$ cat src/hdl/hsvrgbw_pkg.sv
// Shared types, register indexes and helper functions for the HSV to RGBW pipeline.
// Depends on nothing; every module of the block imports it.
`default_nettype none
package hsvrgbw_pkg;

    // One pixel, or one set of per-lane scale factors.
    typedef struct packed {
        logic [7:0] r;
        logic [7:0] g;
        logic [7:0] b;
        logic [7:0] w;
    } t_pix;

    typedef enum logic [1:0] {
        CFG_CORR_RED   = 2'd0,
        CFG_CORR_GREEN = 2'd1,
        CFG_CORR_BLUE  = 2'd2,
        CFG_UNUSED     = 2'd3
    } t_cfg_idx;

    typedef enum logic [2:0] {
        SEC_RED_ORANGE   = 3'd0,
        SEC_ORANGE_YEL   = 3'd1,
        SEC_YEL_GREEN    = 3'd2,
        SEC_GREEN_AQUA   = 3'd3,
        SEC_AQUA_BLUE    = 3'd4,
        SEC_BLUE_PURPLE  = 3'd5,
        SEC_PURPLE_PINK  = 3'd6,
        SEC_PINK_RED     = 3'd7
    } t_sector;

    localparam logic [7:0] CORR_RESET = 8'd255;
    localparam logic [7:0] SCALE_UNITY = 8'd255;

    // (x * (1 + s)) >> 8. The product never exceeds 255 * 256, so 16 bits hold it.
    function automatic logic [7:0] scale8(input logic [7:0] x, input logic [7:0] s);
        logic [15:0] prod;
        prod = 16'(x) * (16'(s) + 16'd1);
        return prod[15:8];
    endfunction

endpackage
`default_nettype wire

$ cat src/hdl/hsvrgbw_sector.sv
// First pipeline stage: rainbow sector ramp, white from saturation, squared brightness.
// Depends on hsvrgbw_pkg.
`default_nettype none
module hsvrgbw_sector (
    input  wire logic               i_clk,
    input  wire logic               i_rst_n,
    input  wire logic               i_valid,
    output logic                    o_ready,
    input  wire logic [7:0]         i_hue,
    input  wire logic [7:0]         i_saturation,
    input  wire logic [7:0]         i_brightness,
    output logic                    o_valid,
    input  wire logic               i_ready,
    output hsvrgbw_pkg::t_pix       o_pix,
    output logic [7:0]              o_sat,
    output logic [7:0]              o_vid
);
    import hsvrgbw_pkg::*;

    logic        r_valid;
    t_pix        r_pix;
    logic [7:0]  r_sat;
    logic [7:0]  r_vid;
    t_pix        n_pix;
    logic [7:0]  n_vid;
    logic [15:0] third_prod;
    logic [6:0]  third;
    logic [8:0]  t9;
    logic [15:0] sq;
    logic        advance;

    assign o_ready = !r_valid || i_ready;
    assign advance = i_valid && o_ready;

    // The ramp is ((hue & 0x1F) << 3) / 3; multiplying by 171 and dropping nine bits is
    // exact for every multiple of eight up to 248.
    always_comb begin
        third_prod = 16'({i_hue[4:0], 3'b000}) * 16'd171;
        third      = third_prod[15:9];
        t9         = {2'b00, third};
    end

    always_comb begin
        n_pix.w = 8'd255 - i_saturation;
        case (t_sector'(i_hue[7:5]))
            SEC_RED_ORANGE: begin
                n_pix.r = 8'(9'd255 - t9);
                n_pix.g = 8'(t9);
                n_pix.b = 8'd0;
            end
            SEC_ORANGE_YEL: begin
                n_pix.r = 8'd171;
                n_pix.g = 8'(9'd85 + t9);
                n_pix.b = 8'd0;
            end
            SEC_YEL_GREEN: begin
                n_pix.r = 8'(9'd171 - (t9 << 1));
                n_pix.g = 8'(9'd170 + t9);
                n_pix.b = 8'd0;
            end
            SEC_GREEN_AQUA: begin
                n_pix.r = 8'd0;
                n_pix.g = 8'(9'd255 - t9);
                n_pix.b = 8'(t9);
            end
            SEC_AQUA_BLUE: begin
                n_pix.r = 8'd0;
                n_pix.g = 8'(9'd171 - (t9 << 1));
                n_pix.b = 8'(9'd85 + (t9 << 1));
            end
            SEC_BLUE_PURPLE: begin
                n_pix.r = 8'(t9);
                n_pix.g = 8'd0;
                n_pix.b = 8'(9'd255 - t9);
            end
            SEC_PURPLE_PINK: begin
                n_pix.r = 8'(9'd85 + t9);
                n_pix.g = 8'd0;
                n_pix.b = 8'(9'd171 - t9);
            end
            default: begin
                n_pix.r = 8'(9'd170 + t9);
                n_pix.g = 8'd0;
                n_pix.b = 8'(9'd85 - t9);
            end
        endcase
    end

    // Video-style square of brightness: never reaches zero unless brightness is zero.
    always_comb begin
        sq    = 16'(i_brightness) * 16'(i_brightness);
        n_vid = sq[15:8] + {7'd0, (i_brightness != 8'd0)};
    end

    always_ff @(posedge i_clk) begin
        if (!i_rst_n) begin
            r_valid <= 1'b0;
        end else if (o_ready) begin
            r_valid <= i_valid;
        end
    end

    always_ff @(posedge i_clk) begin
        if (advance) begin
            r_pix <= n_pix;
            r_sat <= i_saturation;
            r_vid <= n_vid;
        end
    end

    assign o_valid = r_valid;
    assign o_pix   = r_pix;
    assign o_sat   = r_sat;
    assign o_vid   = r_vid;
endmodule
`default_nettype wire

$ cat src/hdl/hsvrgbw_scale.sv
// Pipeline stage that scales four lanes by per-lane factors, with a side byte carried along.
// Depends on hsvrgbw_pkg.
`default_nettype none
module hsvrgbw_scale (
    input  wire logic               i_clk,
    input  wire logic               i_rst_n,
    input  wire logic               i_valid,
    output logic                    o_ready,
    input  wire hsvrgbw_pkg::t_pix  i_pix,
    input  wire hsvrgbw_pkg::t_pix  i_scl,
    input  wire logic [7:0]         i_side,
    output logic                    o_valid,
    input  wire logic               i_ready,
    output hsvrgbw_pkg::t_pix       o_pix,
    output logic [7:0]              o_side
);
    import hsvrgbw_pkg::*;

    logic       r_valid;
    t_pix       r_pix;
    logic [7:0] r_side;
    t_pix       n_pix;

    assign o_ready = !r_valid || i_ready;

    // A factor of 255 passes a lane unchanged, and a factor of 0 clears it.
    always_comb begin
        n_pix.r = scale8(i_pix.r, i_scl.r);
        n_pix.g = scale8(i_pix.g, i_scl.g);
        n_pix.b = scale8(i_pix.b, i_scl.b);
        n_pix.w = scale8(i_pix.w, i_scl.w);
    end

    always_ff @(posedge i_clk) begin
        if (!i_rst_n) begin
            r_valid <= 1'b0;
        end else if (o_ready) begin
            r_valid <= i_valid;
        end
    end

    always_ff @(posedge i_clk) begin
        if (i_valid && o_ready) begin
            r_pix  <= n_pix;
            r_side <= i_side;
        end
    end

    assign o_valid = r_valid;
    assign o_pix   = r_pix;
    assign o_side  = r_side;
endmodule
`default_nettype wire

$ cat src/hdl/hsv_to_rgbw_rainbow.sv
// Top level of the rainbow HSV to RGBW converter: four-stage pipeline and correction registers.
// Depends on hsvrgbw_pkg, hsvrgbw_sector and hsvrgbw_scale.
//
// Usage: pixels enter on the input channel (i_valid / o_ready) as hue, saturation and
// brightness, and leave on the output channel (o_valid / i_ready) as red, green, blue and
// white drive levels. A transaction happens on a clock edge where valid and ready are both high.
// The pipeline has four register stages: sector ramp and brightness square, saturation
// scaling, brightness dimming, and color correction. Each scaling stage holds one 8 by 9 bit
// multiply per lane. A pixel moves through the stage registers in order, and o_valid is the valid
// bit of the last one; the block takes one pixel every cycle while the receiver keeps i_ready high.
// When the receiver stalls, each stage holds its pixel and accepts a new one only
// when it is empty or hands its pixel on in the same cycle, so no pixel is lost or repeated.
// Correction registers are written through i_cfg_we / i_cfg_idx / i_cfg_data, take effect
// immediately and should change only while the pipeline is empty; index three is ignored.
// Synchronous active-low reset empties the pipeline and sets every correction to 255.
// White is never color corrected.
`default_nettype none
module hsv_to_rgbw_rainbow (
    input  wire logic        i_clk,
    input  wire logic        i_rst_n,
    input  wire logic        i_valid,
    output logic             o_ready,
    input  wire logic [7:0]  i_hue,
    input  wire logic [7:0]  i_saturation,
    input  wire logic [7:0]  i_brightness,
    output logic             o_valid,
    input  wire logic        i_ready,
    output logic [7:0]       o_red_out,
    output logic [7:0]       o_green_out,
    output logic [7:0]       o_blue_out,
    output logic [7:0]       o_white_out,
    input  wire logic        i_cfg_we,
    input  wire logic [1:0]  i_cfg_idx,
    input  wire logic [7:0]  i_cfg_data
);
    import hsvrgbw_pkg::*;

    logic [7:0] r_corr_red;
    logic [7:0] r_corr_green;
    logic [7:0] r_corr_blue;

    logic       s1_valid, s1_ready;
    t_pix       s1_pix;
    logic [7:0] s1_sat, s1_vid;
    logic       s2_valid, s2_ready;
    t_pix       s2_pix;
    logic [7:0] s2_vid;
    logic       s3_valid, s3_ready;
    t_pix       s3_pix;
    logic [7:0] s3_side;
    t_pix       s4_pix;
    logic [7:0] s4_side;
    t_pix       sat_scl, vid_scl, corr_scl;

    always_ff @(posedge i_clk) begin
        if (!i_rst_n) begin
            r_corr_red   <= CORR_RESET;
            r_corr_green <= CORR_RESET;
            r_corr_blue  <= CORR_RESET;
        end else if (i_cfg_we) begin
            case (t_cfg_idx'(i_cfg_idx))
                CFG_CORR_RED:   r_corr_red   <= i_cfg_data;
                CFG_CORR_GREEN: r_corr_green <= i_cfg_data;
                CFG_CORR_BLUE:  r_corr_blue  <= i_cfg_data;
                default: begin
                end
            endcase
        end
    end

    hsvrgbw_sector u_sector (
        .i_clk        (i_clk),
        .i_rst_n      (i_rst_n),
        .i_valid      (i_valid),
        .o_ready      (o_ready),
        .i_hue        (i_hue),
        .i_saturation (i_saturation),
        .i_brightness (i_brightness),
        .o_valid      (s1_valid),
        .i_ready      (s1_ready),
        .o_pix        (s1_pix),
        .o_sat        (s1_sat),
        .o_vid        (s1_vid)
    );

    // White already holds 255 - saturation, so it passes the saturation stage unchanged.
    assign sat_scl = '{r: s1_sat, g: s1_sat, b: s1_sat, w: SCALE_UNITY};

    hsvrgbw_scale u_sat (
        .i_clk   (i_clk),
        .i_rst_n (i_rst_n),
        .i_valid (s1_valid),
        .o_ready (s1_ready),
        .i_pix   (s1_pix),
        .i_scl   (sat_scl),
        .i_side  (s1_vid),
        .o_valid (s2_valid),
        .i_ready (s2_ready),
        .o_pix   (s2_pix),
        .o_side  (s2_vid)
    );

    assign vid_scl = '{r: s2_vid, g: s2_vid, b: s2_vid, w: s2_vid};

    hsvrgbw_scale u_dim (
        .i_clk   (i_clk),
        .i_rst_n (i_rst_n),
        .i_valid (s2_valid),
        .o_ready (s2_ready),
        .i_pix   (s2_pix),
        .i_scl   (vid_scl),
        .i_side  (8'd0),
        .o_valid (s3_valid),
        .i_ready (s3_ready),
        .o_pix   (s3_pix),
        .o_side  (s3_side)
    );

    assign corr_scl = '{r: r_corr_red, g: r_corr_green, b: r_corr_blue, w: SCALE_UNITY};

    hsvrgbw_scale u_corr (
        .i_clk   (i_clk),
        .i_rst_n (i_rst_n),
        .i_valid (s3_valid),
        .o_ready (s3_ready),
        .i_pix   (s3_pix),
        .i_scl   (corr_scl),
        .i_side  (s3_side),
        .o_valid (o_valid),
        .i_ready (i_ready),
        .o_pix   (s4_pix),
        .o_side  (s4_side)
    );

    assign o_red_out   = s4_pix.r;
    assign o_green_out = s4_pix.g;
    assign o_blue_out  = s4_pix.b;
    assign o_white_out = s4_pix.w | (s4_side & 8'd0);
endmodule
`default_nettype wire

$ cat config.mk
export PLATFORM = sky130hd
export DESIGN_NAME = hsv_to_rgbw_rainbow
export DESIGN_NICKNAME = d
export VERILOG_FILES = /design/src/hdl/hsvrgbw_pkg.sv /design/src/hdl/hsvrgbw_sector.sv /design/src/hdl/hsvrgbw_scale.sv /design/src/hdl/hsv_to_rgbw_rainbow.sv
export SDC_FILE = /design/constraint.sdc
export NUM_CORES = 2
export LEC_CHECK = 0
export BUFFER_PORTS_ARGS = -buffer_cell sky130_fd_sc_hd__buf_4
export CAP_MARGIN = 40
export CORE_UTILIZATION = 55
export DETAILED_ROUTE_END_ITERATION = 6
export PLACE_DENSITY = 0.76
export SYNTH_ARGS = -nofsm -noshare
export SYNTH_HDL_FRONTEND = slang
export SYNTH_HIERARCHICAL = 1
export SYNTH_SLANG_ARGS = --single-unit
$ cat constraint.sdc
create_clock -name i_clk -period 6.5 [get_ports i_clk]
set_input_delay 1.3 -clock i_clk [delete_from_list [all_inputs] [get_ports i_clk]]
set_output_delay 1.3 -clock i_clk [all_outputs]
set_load 0.01 [all_outputs]
== Word level (Yosys, flattened, before mapping) ==
Index checks and enable logic that the tools add are counted.

* Reductions and logical operators: 18
* $add $sub $neg: 14
* Multiply operators: 12
* Eq/ne operators: 8
* Muxes and demuxes: 1

{| class="wikitable"
|+ Operators by type and width
! operator !! number
|-
| case mux 24 bit (7 select lines) || 1
|-
| multiplier 8 x 16 -> 16 bit || 10
|-
| adder 8 x 1 -> 9 bit, second input constant || 5
|-
| multiplier 8 x 8 -> 16 bit || 1
|-
| subtractor 8 x 7 -> 8 bit, first input constant || 2
|-
| subtractor 8 bit, first input constant || 2
|-
| multiplier 5 x 8 -> 13 bit, second input constant || 1
|-
| equality test 3 bit, second input constant || 3
|-
| adder 7 x 7 -> 8 bit, first input constant || 1
|-
| adder 7 x 8 -> 8 bit, first input constant || 1
|-
| adder 8 x 1 -> 8 bit || 1
|-
| adder 8 x 7 -> 8 bit, first input constant || 1
|-
| nonzero test 8 bit || 1
|-
| subtractor 7 x 7 -> 8 bit, first input constant || 1
|-
| equality test 3 x 2 -> 1 bit, second input constant || 2
|-
| AND reduction 2 bit || 3
|-
| logical AND 1 bit || 4
|-
| zero test 1 bit || 4
|-
| logical OR 1 bit || 4
|-
| equality test 3 x 1 -> 1 bit, second input constant || 1
|-
| zero test 3 bit || 1
|-
| equality test 2 x 1 -> 1 bit, second input constant || 1
|-
| equality test 2 bit, second input constant || 1
|-
| zero test 2 bit || 1
|}

* Register bits: 180
* Output and inout port bits: 34
* Logic and storage cells: 79
* Input bits: 39

== Longest topological paths before layout ==
* Depth in word-level cells: 6
* Depth in mapped cells: 22
* Mapped depth without buffers: 22

== Modules after synthesis ==
The synthesis kept the hierarchy.

{| class="wikitable"
|+ By module, submodules not included
! module !! instances !! cells an instance !! area each (um^2) !! seq. area each (um^2)
|-
| hsvrgbw_scale at u_sat || 1 || 1045 || 10161.0 || 1221.2
|-
| hsvrgbw_scale at u_corr || 1 || 1041 || 10098.4 || 1221.2
|-
| hsvrgbw_scale at u_dim || 1 || 1037 || 10045.9 || 1221.2
|-
| hsvrgbw_sector || 1 || 561 || 5388.9 || 1461.4
|-
| hsv_to_rgbw_rainbow || 1 || 93 || 1007.2 || 480.5
|}

== Worst setup path before layout ==
Ideal clock, no wire load.

* Kind: input-to-reg
* Start point: in i_brightness[5]
* End point: reg u_sector.r_vid[6] (netlist: u_sector/o_vid[6]), data pin
* Library setup time: 0.264 ns
* Slack: 0.534 ns
* Buffers on the path: 1
* Stages: 18
* Required time: 6.236 ns
* Arrival time: 5.702 ns
* Cell sequence: clkbuf_1 -> and2_1 -> fa_1 -> fa_1 -> inv_1 -> fa_1 -> inv_1 -> fa_1 -> ha_1 -> a21o_1 -> a31oi_1 -> xnor2_1 -> ha_1 -> nand2_1 -> nor4_1 -> maj3_2 -> a2111oi_2 -> xnor2_1

* Longest elaborated chain between the ends: 2
* Elaborated cells between the ends (all ways): 3
* Classes of those cells: 1 x add/sub; 1 x mul; 1 x reduce/logical

{| class="wikitable"
|+ Ends and longest elaborated chain
! what !! RTL line !! source
|-
| start, declared || hsv_to_rgbw_rainbow.sv:25 || <nowiki>input wire logic [7:0] i_brightness,</nowiki>
|-
| multiplier 8 x 8 -> 16 bit / nonzero test 8 bit (equally long branches) || hsvrgbw_sector.sv:91, hsvrgbw_sector.sv:92 ||
|-
| adder 8 x 1 -> 8 bit * || hsvrgbw_sector.sv:92 || <nowiki>n_vid = sq[15:8] + {7'd0, (i_brightness != 8'd0)};</nowiki>
|-
| named net u_sector.n_vid[6] || hsvrgbw_sector.sv:25 || <nowiki>logic [7:0] n_vid;</nowiki>
|-
| end signal, assigned || hsvrgbw_sector.sv:107 || <nowiki>r_vid <= n_vid;</nowiki>
|-
| end, declared || hsvrgbw_sector.sv:23 || <nowiki>logic [7:0] r_vid;</nowiki>
|}

The timed path passes the listed nets; every way through them passes the cells marked *.
A chain may end at the register's enable or synchronous reset.

==> flow_summary.toml <==
[clock_network]
cts_tree = "built"
clock_sink_count = 180
h-tree-depth = 4
cts.reportedPaths.clkPinSlew_ns = 0.07
cts.repair_timing.setup_buffer_count = 0
post_cts.resized_instances = 0
post_cts_hold_buffer_count = 0
clock_path_buffers = 2
cts-buffers-inserted = 17
clkLatencyLatePin_ns = 0.50
cts_root_buf = "clkbuf_16"

[route]
firstDrtPassIters = 5
postRouteWirelength_mm = 71.1
detailed_route_drc_error_count = 0
post_drt_wl_per_cell_um = 14.9
detail_route.iter0.violations = 1161
via_count = 25220
routed_via_density = 5.28
ant_nets = 0

[outcome]
run_status = "finished, final reports clean"

[grt]
grt_antenna_before_repair = 0
pin_count_of_the_biggest_net_entering_global_routing = 49
grt_pass1_vias = 25899
grt_pass1_wl_mm = 123
grt_usage = 0.222
grt_overflow_total = 0

[setup_path]
worstPathMaxFanout = 15
timing.critical_path.mode_cell = "fa_1"
cpLargestDelayFamily = "adder cells"
nature_of_the_critical_path_startpoint = "register"
timing.critical_path.buf_inv = 2
timing.critical_path.to_type = "register"
worst_ep_arrival_time_ns = 6.06
regToRegEndpoint = "u_dim/o_pix[6]"
crit_chain = "nand3_1 > nor2_1 > nand3_1 > xor2_1 > nor2b_1 > fa_1 > inv_1 > fa_1 > fa_1 > fa_1 > inv_1 > ha_1 > a21o_1 > nand2_1 > o31ai_2 > o41ai_2 > o21bai_1 > xor2_1"
critPathSlowestCell = "edfxtp_1"
worst_ep_required_time_ns = 6.74
worst_r2r_startpoint = "u_sat/o_side[2]"
timing_worst_setup_path_type = "reg2reg"
worst-r2r-setup-slack_ns = 0.69
critical-path-max-stage-delay_ns = 0.73
worst_reg_to_reg_path_cell_count = 18

[floorplan]
die_height_um = 259
floorplan.initialDensity = 0.559
design.core.area_sq_um = 64800
boundaryPins = 73
row_count = 93
floorplan.die_area_sq_um = 66900
die_x_um = 259

[placement]
total_instance_count_after_detailed_placement = 4743
finalWeightedCongestion = 0.880
port_buffers = 72
detailed_place_hpwl_mm = 58.5

[hold_path]
hp_start = "u_sector/o_vid[6]"
hold-path-endpoint = "u_sat/o_side[6]"
timing.hold.worst.class = "reg2reg"
worst_hold_path.num_cells = 0

[timing]
worst_slew_pin_slew_ns = 0.859
finalMaxSlewViolations = 0
max_clock_freq_mhz = 172
post-route-period-util = 0.894
report.final.setup_viol = 0
fin_hold_ws_ns = 0.435
finalClockSkew_ns = 0.0148
setup_total_negative_slack_ns = 0
final_period_minus_worst_setup_slack_ns = 5.81
setup_repair_after_global_routing_missed_its_margin = "no"
final-hold-violation-count = 0
slew-limit-headroom = 0.423

[finish]
area.growth.synth_to_final_pct = 7.04
end_of_flow_core_utilization = 0.598
post_route_cells_drive_above_1_share = 0.0546
filler_cell_count = 5462
nNetsFinal = 4905
multiInputGateArea_sq_um = 28700
num_antenna_cells = 0
layoutNonFillerInstCount = 4775
layout.area.seq_sq_um = 5120
final_common_cell = "inv_1"
final_cell_mix = "inv_1, fa_1, nor2b_1"

[synth]
warning_count_from_the_yosys_run = 6
post_synth_inst_count = 3760
post_synth.cell_area_avg_sq_um = 9.63
synth_area_sq_um = 36200

[flow_run]
drv_cap = 0
through the flow:
step                      cell area (sq um)  setup slack [ns]
after floorplan                       36400             0.534
after global placement                38200             0.471
after detailed placement              38200             0.344
after CTS                             38800             0.719
after global routing                  38800             0.312
final                                 38800             0.686
worst max-delay path by stage:
stage / from / endpoint / cells past startpoint
3_3_place_gp: i_brightness[5] / u_sector/o_vid[6] / 18
3_5_place_dp: i_brightness[5] / u_sector/o_vid[6] / 18
6_report: u_sat/o_side[2] / u_dim/o_pix[6] / 18
4_1_cts: u_sat/o_side[2] / u_dim/o_pix[29] / 17
5_1_grt: u_sat/o_side[2] / u_dim/o_pix[6] / 18
2_1_floorplan: i_brightness[5] / u_sector/o_vid[6] / 18
sequential cells by signal, summed over array words and instances, names as in the netlist:
name              count
r_corr_blue           8
r_corr_green          8
r_corr_red            8
u_corr/o_pix         32
u_corr/o_valid        1
u_dim/o_pix          32
u_dim/o_valid         1
u_sat/o_pix          32
u_sat/o_side          8
u_sat/o_valid         1
u_sector/o_pix       32
u_sector/o_sat        8
u_sector/o_valid      1
u_sector/o_vid        8
metal layers:
layer | vias to the layer above | track usage | part of all wire
met5 | - | 0 | 0
met4 | 0 | 0.0664 | 0.022
met3 | 88 | 0.0248 | 0.028
met2 | 415 | 0.381 | 0.48
met1 | 12437 | 0.295 | 0.47
li1 | 12280 | - | -
cell type report:
cell class / count / share of cell area
Clock buffer: 17 / 0.0110
Multi-Input combinational cell: 2940 / 0.739
Timing Repair Buffer: 110 / 0.0219
Inverter: 658 / 0.0637
Tap cell: 855 / 0.0276
Sequential cell: 180 / 0.132
Clock inverter: 15 / 0.00416
Power is left out: the tool's default activity adds up to more than one toggle a clock period on the data nets, which glitch-free logic cannot reach.
